### config.mk
export PLATFORM = sky130hd
export DESIGN_NAME = bfa_ctrl
export DESIGN_NICKNAME = d
export VERILOG_FILES = /design/src/design/bfa_pkg.sv /design/src/design/bfa_ctrl.sv
export SDC_FILE = /design/constraint.sdc
export NUM_CORES = 1
export LEC_CHECK = 0
export ABC_AREA = 1
export BUFFER_PORTS_ARGS = -buffer_cell sky130_fd_sc_hd__buf_2
export CORE_AREA = 4 4 41 43
export CTS_BUF_LIST = sky130_fd_sc_hd__clkbuf_4
export DETAILED_ROUTE_END_ITERATION = 7
export DIE_AREA = 0 0 45 47
export PLACE_DENSITY_LB_ADDON = 0.3
export SLEW_MARGIN = 20
export SYNTH_ARGS = -nofsm -noshare
export SYNTH_HDL_FRONTEND = slang
export SYNTH_SLANG_ARGS = --single-unit
### constraint.sdc
create_clock -name clk -period 1.6 [get_ports clk]
set_input_delay 0.16 -clock clk [delete_from_list [all_inputs] [get_ports clk]]
set_output_delay 0.16 -clock clk [all_outputs]
set_load 0.05 [all_outputs]
### src/design/bfa_pkg.sv
// Package for the best-fit block allocator: sizes, status codes, register indices,
// controller states and the command/status structs between controller and datapath.
`default_nettype none
package bfa_pkg;
  localparam int MaxBlocks = 64;
  localparam int IdxW = $clog2(MaxBlocks);
  localparam int CntW = $clog2(MaxBlocks + 1);
  localparam int AlignBytes = 16;
  localparam int AlignW = $clog2(AlignBytes);
  localparam logic [33:0] HdrBytes = 34'd16;

  typedef enum logic [1:0] {
    ST_OK = 2'd0, ST_OOM = 2'd1, ST_FULL = 2'd2, ST_BADFREE = 2'd3
  } status_t;

  typedef enum logic [1:0] {
    REG_HEAP_BASE = 2'd0, REG_HEAP_LIMIT = 2'd1, REG_NONE = 2'd2
  } reg_idx_t;

  typedef enum logic [3:0] {
    S_IDLE, S_RD, S_CHK, S_DEC, S_SPLIT, S_APPEND, S_FSCAN, S_FCHK, S_OUT
  } state_t;

  typedef struct packed {
    logic start_alloc;
    logic start_free;
    logic rd_walk;
    logic eval_walk;
    logic do_split;
    logic do_append;
    logic rd_scan;
    logic eval_scan;
    logic load_out;
    status_t out_status;
  } cmd_t;

  typedef struct packed {
    logic walk_done;
    logic found;
    logic split_wanted;
    logic spare_ok;
    logic oom;
    logic scan_done;
    logic scan_hit;
  } sts_t;
endpackage
`default_nettype wire

### src/design/bfa_ctrl.sv
// Controller state machine of the allocator. Depends on bfa_pkg.
`default_nettype none
module bfa_ctrl (
  input  wire logic          clk,
  input  wire logic          rst_n,
  input  wire logic          in_fire,
  input  wire logic          in_is_free,
  input  wire logic          out_busy,
  input  wire bfa_pkg::sts_t sts,
  output      logic          in_ready,
  output      bfa_pkg::cmd_t cmd
);
  bfa_pkg::state_t state_r, state_nxt;

  always_ff @(posedge clk) begin
    if (!rst_n) begin
      state_r <= bfa_pkg::S_IDLE;
    end else begin
      state_r <= state_nxt;
    end
  end

  always_comb begin
    state_nxt = state_r;
    cmd = '0;
    cmd.out_status = bfa_pkg::ST_OK;
    in_ready = 1'b0;
    unique case (state_r)
      bfa_pkg::S_IDLE: begin
        in_ready = 1'b1;
        if (in_fire) begin
          if (in_is_free) begin
            cmd.start_free = 1'b1;
            state_nxt = bfa_pkg::S_FSCAN;
          end else begin
            cmd.start_alloc = 1'b1;
            state_nxt = bfa_pkg::S_RD;
          end
        end
      end
      bfa_pkg::S_RD: begin
        // Stop once the tail has been evaluated (or the list is empty).
        if (sts.walk_done) begin
          state_nxt = bfa_pkg::S_DEC;
        end else begin
          cmd.rd_walk = 1'b1;
          state_nxt = bfa_pkg::S_CHK;
        end
      end
      bfa_pkg::S_CHK: begin
        cmd.eval_walk = 1'b1;
        state_nxt = bfa_pkg::S_RD;
      end
      bfa_pkg::S_DEC: begin
        state_nxt = sts.found ? bfa_pkg::S_SPLIT : bfa_pkg::S_APPEND;
      end
      bfa_pkg::S_SPLIT: begin
        if (!out_busy) begin
          cmd.do_split = 1'b1;
          cmd.load_out = 1'b1;
          state_nxt = bfa_pkg::S_IDLE;
        end
      end
      bfa_pkg::S_APPEND: begin
        if (!out_busy) begin
          cmd.load_out = 1'b1;
          if (sts.oom) begin
            cmd.out_status = bfa_pkg::ST_OOM;
          end else if (!sts.spare_ok) begin
            cmd.out_status = bfa_pkg::ST_FULL;
          end else begin
            cmd.do_append = 1'b1;
          end
          state_nxt = bfa_pkg::S_IDLE;
        end
      end
      bfa_pkg::S_FSCAN: begin
        // Stop on a match or after the last entry has been evaluated.
        if (sts.scan_hit || sts.scan_done) begin
          state_nxt = bfa_pkg::S_OUT;
        end else begin
          cmd.rd_scan = 1'b1;
          state_nxt = bfa_pkg::S_FCHK;
        end
      end
      bfa_pkg::S_FCHK: begin
        cmd.eval_scan = 1'b1;
        state_nxt = bfa_pkg::S_FSCAN;
      end
      bfa_pkg::S_OUT: begin
        if (!out_busy) begin
          cmd.load_out = 1'b1;
          cmd.out_status = sts.scan_hit ? bfa_pkg::ST_OK : bfa_pkg::ST_BADFREE;
          state_nxt = bfa_pkg::S_IDLE;
        end
      end
      default: state_nxt = bfa_pkg::S_IDLE;
    endcase
  end
endmodule
`default_nettype wire

==> metrics.yaml <==
logic_synthesis:
  synth_fa_ha_area_share_pct: 0
  yosysTopAreaCell: "nand2_1"
  ys_seq_area_share_pct: 20.00
  syn_nets: 86
  synth.area.top_cells: "nand2_1 (22%), dfxtp_1 (20%), inv_1 (13%), nor2_1 (11%), a21oi_1 (5.0%)"
  synth_xor_area_share_pct: 0
  yosys.area_share.simple_pct: 58.13
  synth_top_family_by_area: "simple AND/OR/NAND/NOR gates"
  synth_area_sq_um: 400.4
  ys_ff_latch: 4
  synth_mux_area_share_pct: 0
  synth.yosys.warnings: 0
  synth-compound-area-share_pct: 8.750
  syn-instance-count: 74
  synth_top_area_share_pct: 21.56
  synth.distinct_cells: 18
  avgSynthCellArea_sq_um: 5.411
global_routing:
  grt_use_met2_pct: 17.80
  grt_pass1_vias: 443
  grt-ovfl-total: 0
  grtUsageMet1_pct: 13.21
  grtUsageMet3_pct: 2.682
  grt_pass1_wl_um: 1649
  grt_antenna_before_repair: 0
  grt_usage_pct: 11.07
  top_usage_layer: "met2"
  grt_max_degree: 8
timing:
  finalWorstSetupSlack_ns: 0.01405
  rsz0062_at_grt: "yes"
  setup_viol: 0
  period_share_pct: 99.12
  final-max-slew-violation-count: 0
  fmax_mhz: 630.5
  period_needed_ns: 1.586
  worstMarginPinSlew_ns: 0.2908
  relSlewSlack_pct: 80.55
  finalHoldViolCount: 0
  fin_worst_skew_ns: 0.0009841
routing:
  wl_per_cell_um: 10.24
  postRouteWirelength_um: 1219
  drt-initial-drc-count: 8
  antenna_left: 0
  vias: 553
  dr.pass1.iters: 4
  drc: 0
  viasPerCell: 4.647
placed_design:
  dpl_cell_area_sq_um: 583.1
  dp_cells: 114
  pre_cts_ws_ns: 0.1122
  globalplace.congestion: 0.7858
  port_buffers: 22
  hpwl_um: 971.3
final_layout:
  fin_nets: 118
  drive_gt1_share_pct: 50.00
  top_regs: "state_r: 4 flops"
  max_flop_register: "state_r"
  final-instance-count-excl-fill: 119
  area_growth_pct: 77.50
  largest_reg_flops: 4
  final_cell_mix: "nand2_1 (19), buf_2 (15), inv_1 (14), nor2_1 (6), buf_4 (6)"
  antenna_cells: 0
  layout_commonest_cell: "nand2_1"
  final_area_sq_um: 710.7
clock_tree:
  cts_made_buffers: 3
  clkSlewWorstSetupHoldPaths_ns: 0.04
  cts-root-buf: "clkbuf_4"
  clkLatencyLatePin_ns: 0.23
  cts_tree: "done"
  cts.sinks: 4
  h-tree-depth: 1
  cts_buffer_depth: 2
  postCtsHoldBufs: 0
setup_path:
  crit_chain: "inv_1, nor2_4, nand2_4, o41ai_4, buf_6"
  cp-end-kind: "output pin"
  cp.required_ns: 1.44
  slowest_stage: "dfxtp_2"
  critPathLaunchType: "flop"
  worstPathArrival_ns: 1.43
  cp_max_fo: 5
  path_class: "flop to output pin"
  max_stage_delay_ns: 0.35
die:
  start_util_pct: 30.77
  die_y_um: 47
  core_sq_um: 1301
  die_w_um: 45
  rows: 13
  boundaryPins: 24
  die_area_sq_um: 2115
power_and_ir_drop:
  ir_drop_uv: 824.1
  p_leak_nw: 0.4154
  power_density_nw_per_um2: 1711
run_status:
  status: "completed"
hold_path:
  min_path_type: "input port to flop"
job:
  max_cap_viol_count: 0
## Yosys cell counts
master and instances:
nor3b_1 1, nand2_2 2, or3_1 1, nor2_1 12, nand4_1 1, a21oi_1 4
o41ai_1 1, inv_1 14, nand2_1 23, nor2_2 1, dfxtp_1 4, nor3_1 2
nor2_4 1, nand3_1 2, nor4_1 1, nand3b_1 2, a31oi_1 1, nand3_2 1
## worst paths after layout
kind / from / to / slack [ns] / cells after the start
hold reg to reg: state_r[3] / state_r[3] / 0.46 / 2
setup reg to reg: state_r[1] / state_r[2] / 0.32 / 7
setup / recovery: state_r[2] / cmd[1] / 0.01 / 5
hold / removal: rst_n / state_r[3] / 0.21 / 3
## power breakdown
| group | switching, mW | internal [mW] |
|---|---|---|
| Combinational | 0.610 | 0.287 |
| Clock | 0.0388 | 0.0837 |
| Sequential | 0.0536 | 0.142 |
| Total | 0.702 | 0.514 |
## final cells by class
class	count	area [sq um]
multi-input cells	56	347.8
fillers	156	590.6
flip-flops and latches	4	85.08
clock buffers	3	22.52
inverters	14	52.55
repair buffers	27	183.9
well taps	15	18.77
## critical path, delay by kind of cell (launching register included)
kind	cells	cell delay [ns]
AO/OA/AOI/OAI	1	0.26
flip-flops	1	0.35
buffers and inverters	2	0.29
AND/OR/NAND/NOR	2	0.28
## metal layers
layer,up-vias,routed length [um]
met5,-,0
met4,0,0
met3,0,97
met2,15,617
met1,241,504
li1,297,-
## per-stage QoR
stage / setup TNS [ns] / power [mW] / hold WS [ns] / util [%]
finish: 0 / 1.216 / 0.2089 / 54.62
global route: -0.1079 / 1.322 / 0.2234 / 54.62
CTS: -0.06371 / 1.127 / 0.2117 / 48.56
detailed placement: 0 / 0.9790 / 0.4542 / 44.81
global placement: 0 / 0.9738 / 0.4392 / 44.81
floorplan: -0.2522 / 0.7771 / 0.3311 / -
## kinds of logic (layout without fill, tap and decap cells)
kind of cell / after synthesis / after routing
simple gates: 50 / 50
buf+inv: 14 / 44
compound gates: 6 / 6
flops: 4 / 4
## repair_timing
item	in CTS	in global routing
setup buffers	1	1
pin swaps	2	1
resized for setup	7	22
setup endpoints to repair	5	7
hold endpoints to repair	0	0
gates cloned	0	0
Note: power is estimated with default switching activity, not from simulation.
